`src/cns_pkg.sv`:
```
// ----------------------------------------------------------------------------
// cns_pkg
// Shared constants, codes and types of the checksummed parameter store.
// ----------------------------------------------------------------------------
package cns_pkg;

   // Store geometry. The last two bytes hold the checksum pair.
   localparam int DATA_BYTES  = 48;
   localparam int STORE_BYTES = DATA_BYTES + 2;
   localparam int ADDR_W      = $clog2(STORE_BYTES);
   localparam int BYTE_W      = 8;

   // Fixed port widths.
   localparam int OPCODE_W = 2;
   localparam int INDEX_W  = 6;
   localparam int STATUS_W = 2;

   // Width that holds both an index and the store size, for the range check.
   localparam int CMP_W = ((ADDR_W > INDEX_W) ? ADDR_W : INDEX_W) + 1;

   // Opcodes.
   localparam logic [OPCODE_W-1:0] OP_READ    = 2'd0;
   localparam logic [OPCODE_W-1:0] OP_WRITE   = 2'd1;
   localparam logic [OPCODE_W-1:0] OP_RESET   = 2'd2;
   localparam logic [OPCODE_W-1:0] OP_INVALID = 2'd3;

   // Status codes.
   localparam logic [STATUS_W-1:0] STAT_OK    = 2'd0;
   localparam logic [STATUS_W-1:0] STAT_NODEV = 2'd1;
   localparam logic [STATUS_W-1:0] STAT_RANGE = 2'd2;
   localparam logic [STATUS_W-1:0] STAT_CSUM  = 2'd3;

   // Controller states.
   typedef enum logic [3:0] {
      S_IDLE,
      S_RD_SWEEP,
      S_RD_IDX,
      S_RD_WAIT,
      S_WR_BYTE,
      S_WR_SWEEP,
      S_WR_DRAIN,
      S_WR_CLO,
      S_WR_CHI,
      S_RESP
   } cns_state_type;

   // Source of a store write.
   typedef enum logic [1:0] {
      WR_REQ,
      WR_CLO,
      WR_CHI
   } cns_wr_sel_type;

   // Source of a result.
   typedef enum logic [1:0] {
      RES_OK,
      RES_NODEV,
      RES_RANGE,
      RES_CHECK
   } cns_res_sel_type;

   // Commands from the controller to the datapath.
   typedef struct packed {
      logic            latch;
      logic            clear_all;
      logic            sweep_clr;
      logic            cnt_inc;
      logic            rd_en;
      logic            rd_sweep;
      logic            wr_en;
      cns_wr_sel_type  wr_sel;
      logic            res_load;
      cns_res_sel_type res_sel;
      logic            out_load;
   } cns_cmd_type;

   // Status from the datapath to the controller.
   typedef struct packed {
      logic last;
      logic rd_sweep_done;
      logic wr_sweep_done;
   } cns_stat_type;

endpackage

```
`src/cns_ram.sv`:
```
// ----------------------------------------------------------------------------
// cns_ram
// Generic RAM with one write port and one registered read port.
// ----------------------------------------------------------------------------
module cns_ram #(
   parameter int WIDTH = 8,
   parameter int DEPTH = 64
) (
   input  logic                     clock,
   input  logic                     wr_en,
   input  logic [$clog2(DEPTH)-1:0] wr_addr,
   input  logic [WIDTH-1:0]         wr_data,
   input  logic                     rd_en,
   input  logic [$clog2(DEPTH)-1:0] rd_addr,
   output logic [WIDTH-1:0]         rd_data
);

   logic [WIDTH-1:0] mem [DEPTH];
   logic [WIDTH-1:0] rd_data_ff;

   always_ff @(posedge clock) begin
      if (wr_en) begin
         mem[wr_addr] <= wr_data;
      end
      if (rd_en) begin
         rd_data_ff <= mem[rd_addr];
      end
   end

   assign rd_data = rd_data_ff;

endmodule

```
`src/cns_datapath.sv`:
```
// ----------------------------------------------------------------------------
// cns_datapath
// Byte store, entry valid bits, checksum accumulator and result registers.
// ----------------------------------------------------------------------------
module cns_datapath (
   input  logic                            clock,
   input  logic                            reset,
   input  logic [cns_pkg::INDEX_W-1:0]     req_index,
   input  logic [cns_pkg::BYTE_W-1:0]      req_write_data,
   input  logic                            req_last_of_request,
   input  cns_pkg::cns_cmd_type            cmd,
   output cns_pkg::cns_stat_type           stat,
   output logic [cns_pkg::BYTE_W-1:0]      rsp_read_data,
   output logic [cns_pkg::STATUS_W-1:0]    rsp_status
);

   localparam int AW = cns_pkg::ADDR_W;
   localparam int BW = cns_pkg::BYTE_W;

   // Latched request.
   logic [cns_pkg::INDEX_W-1:0] idx_ff;
   logic [BW-1:0]               wdata_ff;
   logic                        last_ff;

   // Sweep state.
   logic [AW-1:0] cnt_ff, cnt_in;
   logic [BW-1:0] sum_ff, sum_in;
   logic [BW-1:0] cap_lo_ff, cap_hi_ff;

   // Read return tracking.
   logic [AW-1:0] tag_ff;
   logic          sweep_q_ff;
   logic          valid_q_ff;

   // Entry valid bits: an entry not written since reset reads as zero.
   logic [cns_pkg::STORE_BYTES-1:0] valid_ff;

   // Results.
   logic [BW-1:0]                 res_data_ff, res_data_in;
   logic [cns_pkg::STATUS_W-1:0]  res_status_ff, res_status_in;
   logic [BW-1:0]                 out_data_ff;
   logic [cns_pkg::STATUS_W-1:0]  out_status_ff;

   logic [AW-1:0] rd_addr, wr_addr;
   logic [BW-1:0] wr_data, ram_q, byte_q;
   logic          match;

   assign rd_addr = cmd.rd_sweep ? cnt_ff : AW'(idx_ff);

   always_comb begin
      case (cmd.wr_sel)
         cns_pkg::WR_REQ: begin
            wr_addr = AW'(idx_ff);
            wr_data = wdata_ff;
         end
         cns_pkg::WR_CLO: begin
            wr_addr = AW'(cns_pkg::STORE_BYTES - 2);
            wr_data = ~sum_ff;
         end
         cns_pkg::WR_CHI: begin
            wr_addr = AW'(cns_pkg::STORE_BYTES - 1);
            wr_data = sum_ff;
         end
         default: begin
            wr_addr = AW'(idx_ff);
            wr_data = wdata_ff;
         end
      endcase
   end

   cns_ram #(
      .WIDTH (BW),
      .DEPTH (cns_pkg::STORE_BYTES)
   ) u_ram (
      .clock   (clock),
      .wr_en   (cmd.wr_en),
      .wr_addr (wr_addr),
      .wr_data (wr_data),
      .rd_en   (cmd.rd_en),
      .rd_addr (rd_addr),
      .rd_data (ram_q)
   );

   assign byte_q = valid_q_ff ? ram_q : '0;

   // Sweep counter and running sum over returned data bytes.
   always_comb begin
      cnt_in = cnt_ff;
      sum_in = sum_ff;
      if (cmd.sweep_clr) begin
         cnt_in = '0;
         sum_in = '0;
      end else begin
         if (cmd.cnt_inc) begin
            cnt_in = cnt_ff + 1'b1;
         end
         if (sweep_q_ff && (tag_ff < AW'(cns_pkg::DATA_BYTES))) begin
            sum_in = sum_ff + byte_q;
         end
      end
   end

   assign match = (cap_lo_ff == ~sum_ff) && (cap_hi_ff == sum_ff);

   always_comb begin
      case (cmd.res_sel)
         cns_pkg::RES_OK: begin
            res_data_in   = '0;
            res_status_in = cns_pkg::STAT_OK;
         end
         cns_pkg::RES_NODEV: begin
            res_data_in   = '0;
            res_status_in = cns_pkg::STAT_NODEV;
         end
         cns_pkg::RES_RANGE: begin
            res_data_in   = '0;
            res_status_in = cns_pkg::STAT_RANGE;
         end
         cns_pkg::RES_CHECK: begin
            res_data_in   = match ? byte_q : '0;
            res_status_in = match ? cns_pkg::STAT_OK : cns_pkg::STAT_CSUM;
         end
         default: begin
            res_data_in   = '0;
            res_status_in = cns_pkg::STAT_RANGE;
         end
      endcase
   end

   always_ff @(posedge clock) begin
      if (reset) begin
         valid_ff   <= '0;
         sweep_q_ff <= 1'b0;
      end else begin
         if (cmd.clear_all) begin
            valid_ff <= '0;
         end else if (cmd.wr_en) begin
            valid_ff[wr_addr] <= 1'b1;
         end
         sweep_q_ff <= cmd.rd_en & cmd.rd_sweep;
      end
   end

   always_ff @(posedge clock) begin
      if (cmd.latch) begin
         idx_ff   <= req_index;
         wdata_ff <= req_write_data;
         last_ff  <= req_last_of_request;
      end
      cnt_ff <= cnt_in;
      sum_ff <= sum_in;
      if (cmd.rd_en) begin
         tag_ff     <= rd_addr;
         valid_q_ff <= valid_ff[rd_addr];
      end
      if (sweep_q_ff && (tag_ff == AW'(cns_pkg::STORE_BYTES - 2))) begin
         cap_lo_ff <= byte_q;
      end
      if (sweep_q_ff && (tag_ff == AW'(cns_pkg::STORE_BYTES - 1))) begin
         cap_hi_ff <= byte_q;
      end
      if (cmd.res_load) begin
         res_data_ff   <= res_data_in;
         res_status_ff <= res_status_in;
      end
      if (cmd.out_load) begin
         out_data_ff   <= res_data_ff;
         out_status_ff <= res_status_ff;
      end
   end

   assign stat.last          = last_ff;
   assign stat.rd_sweep_done = (cnt_ff == AW'(cns_pkg::STORE_BYTES - 1));
   assign stat.wr_sweep_done = (cnt_ff == AW'(cns_pkg::DATA_BYTES - 1));

   assign rsp_read_data = out_data_ff;
   assign rsp_status    = out_status_ff;

endmodule

```
`src/cns_ctrl.sv`:
```
// ----------------------------------------------------------------------------
// cns_ctrl
// Controller: decodes each request and sequences the store sweeps.
// ----------------------------------------------------------------------------
module cns_ctrl (
   input  logic                          clock,
   input  logic                          reset,
   input  logic                          req_valid,
   output logic                          req_ready,
   input  logic [cns_pkg::OPCODE_W-1:0]  req_opcode,
   input  logic [cns_pkg::INDEX_W-1:0]   req_index,
   output logic                          rsp_valid,
   input  logic                          rsp_ready,
   input  logic                          csr_valid,
   output logic                          csr_ready,
   input  logic                          csr_device_present,
   input  cns_pkg::cns_stat_type         stat,
   output cns_pkg::cns_cmd_type          cmd
);

   cns_pkg::cns_state_type state_ff, state_in;
   logic present_ff;
   logic rsp_valid_ff, rsp_valid_in;
   logic range_err;

   assign range_err = (cns_pkg::CMP_W'(req_index) >=
                       cns_pkg::CMP_W'(cns_pkg::STORE_BYTES - 1));

   always_ff @(posedge clock) begin
      if (reset) begin
         state_ff     <= cns_pkg::S_IDLE;
         present_ff   <= 1'b1;
         rsp_valid_ff <= 1'b0;
      end else begin
         state_ff     <= state_in;
         rsp_valid_ff <= rsp_valid_in;
         if (csr_valid) begin
            present_ff <= csr_device_present;
         end
      end
   end

   always_comb begin
      state_in      = state_ff;
      req_ready     = 1'b0;
      cmd.latch     = 1'b0;
      cmd.clear_all = 1'b0;
      cmd.sweep_clr = 1'b0;
      cmd.cnt_inc   = 1'b0;
      cmd.rd_en     = 1'b0;
      cmd.rd_sweep  = 1'b0;
      cmd.wr_en     = 1'b0;
      cmd.wr_sel    = cns_pkg::WR_REQ;
      cmd.res_load  = 1'b0;
      cmd.res_sel   = cns_pkg::RES_OK;
      cmd.out_load  = 1'b0;
      rsp_valid_in  = rsp_valid_ff & ~rsp_ready;

      case (state_ff)
         cns_pkg::S_IDLE: begin
            req_ready = ~reset;
            if (req_valid) begin
               cmd.latch = 1'b1;
               if (!present_ff) begin
                  cmd.res_load = 1'b1;
                  cmd.res_sel  = cns_pkg::RES_NODEV;
                  state_in     = cns_pkg::S_RESP;
               end else if (req_opcode == cns_pkg::OP_RESET) begin
                  cmd.clear_all = 1'b1;
                  cmd.res_load  = 1'b1;
                  cmd.res_sel   = cns_pkg::RES_OK;
                  state_in      = cns_pkg::S_RESP;
               end else if (range_err || req_opcode == cns_pkg::OP_INVALID) begin
                  cmd.res_load = 1'b1;
                  cmd.res_sel  = cns_pkg::RES_RANGE;
                  state_in     = cns_pkg::S_RESP;
               end else if (req_opcode == cns_pkg::OP_READ) begin
                  cmd.sweep_clr = 1'b1;
                  state_in      = cns_pkg::S_RD_SWEEP;
               end else begin
                  state_in = cns_pkg::S_WR_BYTE;
               end
            end
         end
         cns_pkg::S_RD_SWEEP: begin
            cmd.rd_en    = 1'b1;
            cmd.rd_sweep = 1'b1;
            cmd.cnt_inc  = 1'b1;
            if (stat.rd_sweep_done) begin
               state_in = cns_pkg::S_RD_IDX;
            end
         end
         cns_pkg::S_RD_IDX: begin
            cmd.rd_en = 1'b1;
            state_in  = cns_pkg::S_RD_WAIT;
         end
         cns_pkg::S_RD_WAIT: begin
            cmd.res_load = 1'b1;
            cmd.res_sel  = cns_pkg::RES_CHECK;
            state_in     = cns_pkg::S_RESP;
         end
         cns_pkg::S_WR_BYTE: begin
            cmd.wr_en  = 1'b1;
            cmd.wr_sel = cns_pkg::WR_REQ;
            if (stat.last) begin
               cmd.sweep_clr = 1'b1;
               state_in      = cns_pkg::S_WR_SWEEP;
            end else begin
               cmd.res_load = 1'b1;
               cmd.res_sel  = cns_pkg::RES_OK;
               state_in     = cns_pkg::S_RESP;
            end
         end
         cns_pkg::S_WR_SWEEP: begin
            cmd.rd_en    = 1'b1;
            cmd.rd_sweep = 1'b1;
            cmd.cnt_inc  = 1'b1;
            if (stat.wr_sweep_done) begin
               state_in = cns_pkg::S_WR_DRAIN;
            end
         end
         cns_pkg::S_WR_DRAIN: begin
            state_in = cns_pkg::S_WR_CLO;
         end
         cns_pkg::S_WR_CLO: begin
            cmd.wr_en  = 1'b1;
            cmd.wr_sel = cns_pkg::WR_CLO;
            state_in   = cns_pkg::S_WR_CHI;
         end
         cns_pkg::S_WR_CHI: begin
            cmd.wr_en    = 1'b1;
            cmd.wr_sel   = cns_pkg::WR_CHI;
            cmd.res_load = 1'b1;
            cmd.res_sel  = cns_pkg::RES_OK;
            state_in     = cns_pkg::S_RESP;
         end
         cns_pkg::S_RESP: begin
            if (!rsp_valid_ff || rsp_ready) begin
               cmd.out_load = 1'b1;
               rsp_valid_in = 1'b1;
               state_in     = cns_pkg::S_IDLE;
            end
         end
         default: begin
            state_in = cns_pkg::S_IDLE;
         end
      endcase
   end

   assign rsp_valid = rsp_valid_ff;
   assign csr_ready = ~reset;

endmodule

```
`src/checksummed_nvram_store.sv`:
```
// ----------------------------------------------------------------------------
// checksummed_nvram_store
// Byte-wide parameter store of 50 bytes guarded by an 8-bit checksum pair.
// ----------------------------------------------------------------------------
// The block takes one byte access per request beat and returns one response
// beat per request. Bytes 0 to 47 are data, byte 48 holds the complement of
// the 8-bit sum of the data bytes and byte 49 holds the sum itself. A read
// first sweeps the whole store through the single read port of the byte RAM,
// one byte per cycle, to recompute the sum and fetch the stored pair, then
// reads the addressed byte. A write marked last also sweeps the 48 data bytes
// and writes the checksum pair back. Reset-all, range errors, invalid
// opcodes and accesses with the device absent are answered without a sweep.
// One request is worked on at a time; a finished response sits in an output
// register, and the next request is accepted while it waits to be taken.
// After reset every byte reads as zero (per-entry valid bits, no clearing
// pass), so reads report a checksum error until a write marked last. The
// device_present register is written through the csr port, which is ready
// whenever reset is low, and must only be written while the block is idle.
// ----------------------------------------------------------------------------
module checksummed_nvram_store (
   input  logic                          clock,
   input  logic                          reset,
   // Request channel.
   input  logic                          req_valid,
   output logic                          req_ready,
   input  logic [cns_pkg::OPCODE_W-1:0]  req_opcode,
   input  logic [cns_pkg::INDEX_W-1:0]   req_index,
   input  logic [cns_pkg::BYTE_W-1:0]    req_write_data,
   input  logic                          req_last_of_request,
   // Response channel.
   output logic                          rsp_valid,
   input  logic                          rsp_ready,
   output logic [cns_pkg::BYTE_W-1:0]    rsp_read_data,
   output logic [cns_pkg::STATUS_W-1:0]  rsp_status,
   // Configuration write channel.
   input  logic                          csr_valid,
   output logic                          csr_ready,
   input  logic                          csr_device_present
);

   cns_pkg::cns_cmd_type  cmd;
   cns_pkg::cns_stat_type stat;

   // The controller decodes each request beat and steps the datapath through
   // the checksum sweep and the byte access.
   cns_ctrl u_ctrl (
      .clock              (clock),
      .reset              (reset),
      .req_valid          (req_valid),
      .req_ready          (req_ready),
      .req_opcode         (req_opcode),
      .req_index          (req_index),
      .rsp_valid          (rsp_valid),
      .rsp_ready          (rsp_ready),
      .csr_valid          (csr_valid),
      .csr_ready          (csr_ready),
      .csr_device_present (csr_device_present),
      .stat               (stat),
      .cmd                (cmd)
   );

   // The datapath holds the byte RAM, its valid bits, the running sum and
   // the response registers.
   cns_datapath u_datapath (
      .clock               (clock),
      .reset               (reset),
      .req_index           (req_index),
      .req_write_data      (req_write_data),
      .req_last_of_request (req_last_of_request),
      .cmd                 (cmd),
      .stat                (stat),
      .rsp_read_data       (rsp_read_data),
      .rsp_status          (rsp_status)
   );

endmodule

```
`config.mk`:
```
export PLATFORM = sky130hd
export DESIGN_NAME = checksummed_nvram_store
export DESIGN_NICKNAME = d
export VERILOG_FILES = /design/src/cns_pkg.sv /design/src/cns_ram.sv /design/src/cns_datapath.sv /design/src/cns_ctrl.sv /design/src/checksummed_nvram_store.sv
export SDC_FILE = /design/constraint.sdc
export NUM_CORES = 1
export LEC_CHECK = 0
export ABC_AREA = 1
export BUFFER_PORTS_ARGS = -buffer_cell sky130_fd_sc_hd__buf_2
export CAP_MARGIN = 10
export CORE_UTILIZATION = 50
export DETAILED_ROUTE_END_ITERATION = 7
export PLACE_DENSITY = 0.66
export SYNTH_ARGS = -nofsm -noshare
export SYNTH_HDL_FRONTEND = slang
export SYNTH_SLANG_ARGS = --single-unit
export TNS_END_PERCENT = 50
```
`constraint.sdc`:
```
create_clock -name clock -period 7.4 [get_ports clock]
set_input_delay 1.11 -clock clock [delete_from_list [all_inputs] [get_ports clock]]
set_output_delay 1.11 -clock clock [all_outputs]
set_load 0.01 [all_outputs]
```
==> results.toml <==
[run_status]
status = "completed"

[worst_setup_path]
required_ns = 7.75
crit_top_cell = "nand2_1"
crit_chain = "inv_2, nand3_2, nand2_1, nand2_8, buf_4, nand2_1, o211ai_1, nand3_1, nand3_1, nand3_1, nand2_1, nand2_1"
cp-start-kind = "register"
cp_slowest_stage_delay_ns = 0.88
crit_family = "simple AND/OR/NAND/NOR gates"
endpoint_kind = "register"
cp_slowest_cell = "buf_4"
reg2reg_depth = 12
path_buf_inv = 2
worstPathMaxFanout = 156
r2r_slack_ns = 3.06
critical_path_class = "reg2reg"
critical_path_arrival_ns = 4.69
r2r-start = "u_ctrl.state_ff[3]"
worstReg2RegEnd = "u_datapath.u_ram.rd_data[5]"

[power_and_ir_drop]
power_density_nw_per_um2 = 390
leakagePower_uw = 0.00917
irDropWorstVdd_mv = 0.265

[clocking]
cts_max_level = 2
hold_buffers = 0
cts_buffer_depth = 3
clock_insertion_delay_worst_skew_ns = 0.60
cts_num_sinks = 537
cts-root-buf = "clkbuf_16"
cts_setup_buffers = 0
cts_tree = "done"
cts_resized = 0
clk_pin_slew_ns = 0.06
cts_buffers = 55

[routing]
postRouteAntennaNets = 0
num_vias = 15200
first_iter_violations = 1575
drt-pass1-iter-count = 5
route.detailed.wl_per_inst_um = 20.3
drc = 0
routed_wl_um = 55500
viasPerCell = 5.56

[grt]
grt_max_degree = 157
antenna_found_initial = 1
grt_pass1_vias = 14700
grt_pass1_wl_um = 85200
grt_usage_pct = 24.1
grt_overflow = 0

[layout]
layout-drive-gt1-share_pct = 8.70
multiInputGateArea_um2 = 6060
diodes = 0
seqCellArea_um2 = 15400
area_growth_pct = 11.0
design_area_um2 = 25100
nets = 2130
fill_cells = 3704

[worst_hold_path]
hold_path_depth = 0
hold_start = "u_datapath.res_data_ff[0]"
hold_end = "u_datapath.rsp_read_data[0]"
hold_class = "reg2reg"

[synth]
yosysSeqAreaShare_pct = 68.0
ys_types = 41
synth_top_cells_by_count = "edfxtp_1, nand2_1, nand3_1"
syn_area_um2 = 22700
ys.flop_type = "edfxtp_1"
yosys-top-cells-area = "edfxtp_1, nand2_1, dfxtp_1"
ys_async_sr_fraction_pct = 0
netlist.area_leader.share_pct = 61.8
yosysWarnings = 0
synth-edff-count = 466
mappedNetlistNets = 2113
ys_ff_latch = 537
yosysMostFrequentCell = "edfxtp_1"
avgSynthCellArea_um2 = 10.9
yosys.area.top_type = "edfxtp_1"
synthCells = 2077

[sta]
setup_viol = 0
fin_crit_ns = 4.34
tightest_slew_ns = 1.21
fin_setup_tns_ns = 0
rsz0062_at_grt = "no"
slew_viol_final = 0
finClkSkew_ns = 0.0168
fmax_mhz = 230
finalHoldViolations = 0
setup_slack_ns = 3.06
post-route-period-util_pct = 58.7
hold_ws_ns = 0.424
maxSlewHeadroom_pct = 18.7

[place]
dp_hpwl_um = 32600
gp_congestion = 0.911
pre_cts_ws_ns = 3.16
place.port_buffers = 35
dpl_cell_area_um2 = 23300

[floorplanning]
core_um2 = 44400
start_util_pct = 51.0
ios = 36
dieWidth_um = 215
die-height_um = 215
rows = 77
dieArea_um2 = 46200

[flow_run]
maxCapViolCount = 0
==> cell families (layout without fill, tap and decap cells) <==
family	count (synthesis)	in the layout	synth area share, %
flip-flops	537	537	68.0
AO/OA/AOI/OAI	281	281	7.74
XOR/XNOR	19	19	0.735
adder cells (fa/ha/maj)	13	13	0.751
buffers and inverters	305	367	5.67
multiplexers	1	1	0.0442
AND/OR/NAND/NOR	921	921	17.0
==> cells in the final DEF (no fill, tap or decap), types with 14 or more instances in the layout <==
cell,netlist,layout
nand4_1,14,14
edfxtp_1,466,466
a21oi_1,79,79
clkbuf_1,28,15
nand2_1,440,436
inv_1,202,202
buf_2,51,35
o211ai_1,69,69
buf_4,16,23
dfxtp_1,71,71
o21ba_2,22,22
nand3_1,247,247
nor2_1,198,198
clkbuf_16,0,58
o21ai_0,87,82
==> report_power, final <==
group	leakage (uW)	total [uW]	switching, uW	internal (uW)
logic	0.00349	3140	2360	778
registers	0.00480	3920	111	3810
clock network	0.000882	2750	1120	1630
==> worst max path at each step <==
stage / end / start / cells past startpoint / slack (ns)
3_5_place_dp: u_datapath.u_ram.rd_data[5] / u_ctrl.state_ff[3] / 12 / 3.16
6_report: u_datapath.u_ram.rd_data[5] / u_ctrl.state_ff[3] / 12 / 3.06
2_1_floorplan: u_datapath.u_ram.mem[0][2] / u_ctrl.state_ff[0] / 8 / 3.04
3_3_place_gp: u_datapath.u_ram.rd_data[5] / u_ctrl.state_ff[3] / 12 / 3.20
4_1_cts: u_datapath.u_ram.rd_data[5] / u_ctrl.state_ff[3] / 12 / 3.11
5_1_grt: u_datapath.u_ram.rd_data[1] / u_ctrl.state_ff[3] / 12 / 2.73
==> area by class of cell <==
type,count,area share (%)
clock buffer,79,6.32
clock inverter,23,0.841
inverter,207,3.09
multi-input combinational,1235,24.1
sequential,537,61.3
tap,592,2.95
timing repair buffer,58,1.38
==> per-layer routing <==
layer	wire, um	up-vias	share of wire, %	GRT usage (%)
met3	4070	96	7.3	3.68
met4	1630	0	2.9	8.95
met5	0	-	0	0
li1	-	7186	-	-
met1	23900	7309	43	33.9
met2	25800	605	47	38.1
==> registers in the layout, summed over array words and instances (netlist names), 8 cells and up <==
name	cells
u_datapath.cap_lo_ff	8
u_datapath.cap_hi_ff	8
u_datapath.rsp_read_data	8
u_datapath.sum_ff	8
u_datapath.u_ram.mem	400
u_datapath.valid_ff	50
u_datapath.u_ram.rd_data	8
u_datapath.wdata_ff	8
u_datapath.res_data_ff	8
==> metrics by stage <==
stage / total power (uW) / cells / util (%)
floorplan: 6060 / 2077 / -
global placement: 7030 / 2629 / 52.6
detailed placement: 7080 / 2629 / 52.6
CTS: 9820 / 2731 / 56.6
global route: 10300 / 2731 / 56.6
finish: 9810 / 2731 / 56.6
==> worst reg2reg max path, stage by stage (launching register included) <==
cell and delay (ns):
dfxtp_1 0.45, inv_2 0.10, nand3_2 0.45, nand2_1 0.43, nand2_8 0.79, buf_4 0.92, nand2_1 0.15, o211ai_1 0.16
nand3_1 0.17, nand3_1 0.17, nand3_1 0.16, nand2_1 0.12, nand2_1 0.06
(Power assumes the default switching activity.)
